**src/rtl/rau_pkg.sv**
```systemverilog
// Package for the rational accumulator unit.
// Holds opcode codes, the sequencer state type and the queue entry type.
`timescale 1ns / 1ps
package rau_pkg;
    typedef enum logic [1:0] {
        OP_LOAD = 2'd0,
        OP_ADD  = 2'd1,
        OP_MUL  = 2'd2,
        OP_SIMP = 2'd3
    } t_opcode;

    typedef enum logic [3:0] {
        S_IDLE,
        S_MUL1,
        S_DIVX,
        S_DIVY,
        S_MUL2,
        S_MUL3,
        S_SUM,
        S_RED,
        S_GCD,
        S_DIVN,
        S_DIVD,
        S_DONE
    } t_state;

    typedef struct packed {
        t_opcode     op;
        logic [31:0] num;
        logic [31:0] den;
    } t_cmd;
endpackage

```
**src/rtl/rau_front.sv**
```systemverilog
// Front end: accepts input transfers into a two-entry queue.
// Depends on rau_pkg.
`timescale 1ns / 1ps
module rau_front (
    input  logic          i_clk,
    input  logic          i_rst_n,
    input  logic          i_valid,
    output logic          o_stall,
    input  rau_pkg::t_cmd i_cmd,
    output logic          o_valid,
    input  logic          i_take,
    output rau_pkg::t_cmd o_cmd
);
    import rau_pkg::*;
    t_cmd        r_mem [2];
    logic        r_wp, r_rp;
    logic [1:0]  r_cnt;
    logic        n_push, n_pop;

    assign o_stall = (r_cnt == 2'd2);
    assign n_push  = i_valid && !o_stall;
    assign o_valid = (r_cnt != 2'd0);
    assign n_pop   = o_valid && i_take;
    assign o_cmd   = r_mem[r_rp];

    always_ff @(posedge i_clk) begin
        if (!i_rst_n) begin
            r_wp  <= 1'b0;
            r_rp  <= 1'b0;
            r_cnt <= 2'd0;
        end else begin
            if (n_push) r_wp <= ~r_wp;
            if (n_pop) r_rp <= ~r_rp;
            r_cnt <= r_cnt + {1'b0, n_push} - {1'b0, n_pop};
        end
    end

    always_ff @(posedge i_clk) begin
        if (n_push) r_mem[r_wp] <= i_cmd;
    end

`ifndef SYNTHESIS
    a_no_over: assert property (@(posedge i_clk) disable iff (!i_rst_n)
        r_cnt != 2'd3) else $error("queue count out of range");
    a_empty: assert property (@(posedge i_clk) disable iff (!i_rst_n)
        r_cnt == 2'd0 |-> r_wp == r_rp) else $error("queue pointers differ when empty");
    a_full: assert property (@(posedge i_clk) disable iff (!i_rst_n)
        r_cnt == 2'd2 |-> r_wp == r_rp) else $error("queue pointers differ when full");
`endif
endmodule

```
**config.mk**
```make
export PLATFORM = sky130hd
export DESIGN_NAME = rau_front
export DESIGN_NICKNAME = d
export VERILOG_FILES = /design/src/rtl/rau_pkg.sv /design/src/rtl/rau_front.sv
export SDC_FILE = /design/constraint.sdc
export NUM_CORES = 1
export LEC_CHECK = 0
export ABC_CLOCK_PERIOD_IN_PS = 10700
export CAP_MARGIN = 20
export CORE_UTILIZATION = 30
export CTS_CLUSTER_DIAMETER = 50
export DETAILED_ROUTE_END_ITERATION = 16
export DONT_BUFFER_PORTS = 1
export GPL_ROUTABILITY_DRIVEN = 0
export PLACE_DENSITY = 0.43
export SLEW_MARGIN = 30
export SYNTH_ARGS = -nofsm -noshare
export SYNTH_HDL_FRONTEND = slang
export SYNTH_SLANG_ARGS = --single-unit
export TNS_END_PERCENT = 1
```
**constraint.sdc**
```tcl
create_clock -name i_clk -period 10.7 [get_ports i_clk]
set_input_delay 1.07 -clock i_clk [delete_from_list [all_inputs] [get_ports i_clk]]
set_output_delay 1.07 -clock i_clk [all_outputs]
set_load 0.02 [all_outputs]
```
Word level (Yosys, flattened, before mapping). Memories as Yosys holds them, arrays and structs flattened. A register that Yosys moved wholly into a read port is not among the register bits. Cells that the tools add are included.

Logic and storage cells: 17. Output and inout bits: 68. Register bits after elaboration: 4. Bits in writable memories: 132. Memories: 1. Bits of input ports: 70.

Reduce and logical (&&, ||, !) cells: 4. Bitwise logic cells: 2. Eq/ne operators: 1. Multiplexer cells: 4. $add $sub $neg: 2.

Memory list: r_mem (words 2, bits a word 66, read ports 1, clocked after Yosys merged registers in 1, wr ports 1, RTL line rau_front.sv:15) `t_cmd r_mem [2];`.

Operators with widths (number): $mux 1 (4); $add 2x1->2 (1); $eq 2x2->1 const B (1); $logic_and 1x1->1 (2); $not 1->1 (2); $reduce_bool 2->1 (1); $sub 2x1->2 (1); $logic_not 1->1 (1).

Depth between registers and ports, before layout.
Depth after elaboration: 5. Depth in mapped cells: 8. Gate-level depth less buffers: 8.

Least setup slack after synthesis. OpenSTA, ideal clock, no wires.

Path kind: input-to-reg. From: in i_valid. To: mem r_mem[0][0] (netlist name) (enable). Arrival: 3.922 ns. Setup slack: 6.288 ns. Stages: 2. Setup time: 0.490 ns. Cell sequence: nand2_1 > nor2_1.

Cells in the longest elaborated chain, start to end: 3.

RTL lines: start, declared (RTL line rau_front.sv:7) `input logic i_valid,`; $logic_and 1x1->1 (RTL line rau_front.sv:21) `assign n_push = i_valid && !o_stall;`; $mux 1 (RTL line rau_front.sv:39) `if (n_push) r_mem[r_wp] <= i_cmd;`; $mux 1 (not written as such) (RTL line rau_front.sv:39); end, declared (RTL line rau_front.sv:15).

Every way passes these cells.

==> metrics <==
Synth Warn #=0; Yosys top cell area share=76.9%; CP Class=flip-flop to output port; total number of vias=2099; setup TNS=0 ps; Final Max Tran Viols=0; vias in the first global route=2241; Core ar.=0.0167 mm2; distinct cell type count after synthesis=18; Slew HR=36.0%; clock root buffer=clkbuf_16; depth of the CTS H-tree=4; DRT antenna net count=0; FP Rows=47; element type at the critical path end=output port; gr busiest metal=met2; Yosys reg bits=137; period utilization=30.3%; CP required=9630 ps; fin crit period=3250 ps; initial antenna violation count=1; Final Hold Fails=0; Reg clk slew, reported paths=50 ps; met3 GRT Util=7.12%; PortBufs=0; Max Freq=308 MHz; clock skew=7.23 ps; Post-Synthesis Cell Area=0.00516 mm2; PD cells=270 mW/mm2; Place WS=7820 ps; worst-path maximum fanout=53; initial detailed-routing violation count=97; final WL=8620 um; Post-Syn Nets=303; Slowest-stage cell, CP=buf_4; layout cells sized above 1=37.5%; DR DRC count=0; placed cells=447; overall power=1.62 mW; CTS tree=yes; Seq/Total Area, Yosys=78.8%; CP Launch Type=flip-flop; Tightest Pin Transition=960 ps; DR WL/cell=17.9 um; met1 usage=11.0%; Avg Cell Area, Syn=22.3 um2; Worst path top cell family by delay=buffers and inverters; Crit path buffers/inverters=1; CP max stage delay=730 ps; Area Growth Syn to Fin=16.2%; cts bufs inserted=17; worst hold margin=527 ps; via-per-instance ratio=4.36; die area=0.0177 mm2; area leader, netlist=edfxtp_1; final setup fails=0; Worst EP arrival=2180 ps; pin count of the biggest net entering global routing=54; total track usage=10.1%; drt first pass iters=4; Die Y=133 um; worst setup margin=7450 ps; DP Wirelength=5310 um; first-pass GRT wire length=12800 um; layout net count=318; RSZ-0062 raised after global routing=false; critical-path cell list=buf_4 > mux2_2; Peak VDD IR=0.130 mV; Die W=133 um; worst skew pair latency=400 ps; status=finished clean; maximum clock insertion buffer count=2; # resized after CTS=0; Hold Path Class=flip-flop to flip-flop; Post-Layout Cell Count=481; Max-cap violations=0; Setup Fix Bufs, Post-CTS=0; top cells by area, synth=edfxtp_1, mux2_4, mux2_2; remaining global-route overflow=0; P_leak=2.03 nW; Post-Synthesis Cells=231; Ports=138; Initial Util=30.9%; hold_buf cts=0; M2 GR Usage=15.2%; CTS Sinks=137
## logic make-up after synthesis
group | after synthesis | share of synthesized area, %
AO/OA/AOI/OAI | 1 | 0.146
XOR/XNOR | 3 | 0.510
adder cells (fa/ha/maj) | 2 | 0.485
buffers and inverters | 10 | 1.50
flip-flops | 137 | 78.8
multiplexers | 67 | 17.5
AND/OR/NAND/NOR | 11 | 1.04
## through the flow
step,cell area (um2),util (%)
2_1_floorplan,5160,-
3_3_place_gp,5400,32.3
3_5_place_dp,5420,32.4
4_1_cts,5990,35.9
5_1_grt,5990,35.9
6_report,5990,35.9
## routing by layer
layer,vias to the layer above,part of all wire (%)
met2,106,46
met1,1049,41
li1,937,-
met5,-,0
met4,0,1.1
met3,7,13
## cell usage in the layout (no fill, tap or decap), drive strengths merged, types with 2 or more instances in the layout
master / instances
edfxtp: 132
mux2: 66
clkbuf: 23
dfxtp: 5
clkinv: 5
nor2: 4
inv: 3
bufinv: 3
buf: 3
diode: 2
nand2b: 2
nand2: 2
xnor2: 2
ha: 2
## worst min-delay path, delay by kind of cell, from the launching register on
family | cells | cell delay (ps)
and+or+nand+nor | 1 | 80
xor gates and xnor gates | 1 | 90
DFF | 1 | 330
## synthesized netlist by cell type
| cell | count |
|---|---|
| inv_1 | 3 |
| dfxtp_1 | 5 |
| nand2_1 | 2 |
| mux2_4 | 40 |
| buf_2 | 2 |
| or2_2 | 1 |
| mux2i_1 | 1 |
| and2_1 | 1 |
| and3_1 | 1 |
| xnor2_1 | 2 |
| xor2_1 | 1 |
| mux2_2 | 26 |
| ha_1 | 2 |
| edfxtp_1 | 132 |
| buf_6 | 5 |
| nand2b_1 | 2 |
| nor2_1 | 4 |
| o21a_1 | 1 |
## report_power, final
group	switching, mW	internal [mW]	leakage, nW
clock	0.202	0.364	0.274
sequential	0.0246	0.676	1.28
combinational	0.221	0.132	0.485
total	0.448	1.17	2.03
## registers in the layout, indices dropped and copies added, names as in the netlist, named ones only
| signal | flops |
|---|---|
| r_wp | 1 |
| r_cnt | 2 |
| r_mem | 132 |
| r_rp | 1 |
## area by class of cell
type                    instances  area, um2
diodes                          2       5.00
clock buffers                  23        448
clock inverters                 9        124
fillers                      1585      10700
inverters                       3       11.3
multi-input cells              84       1030
flip-flops and latches        137       4070
well taps                     220        275
repair buffers                  3       35.0
## path summary, 6_finish.rpt
path	slack [ps]	cells past startpoint	end	start
setup reg to reg	8410	4	r_mem[0][45]$_DFFE_PP_	r_cnt[0]$_SDFF_PN0_
hold / removal	530	2	r_rp$_SDFFE_PN0P_	r_rp$_SDFFE_PN0P_
hold reg to reg	530	2	r_rp$_SDFFE_PN0P_	r_rp$_SDFFE_PN0P_
setup / recovery	7450	2	o_cmd[20]	flip-flop
Power figures use the tool's default switching activity.
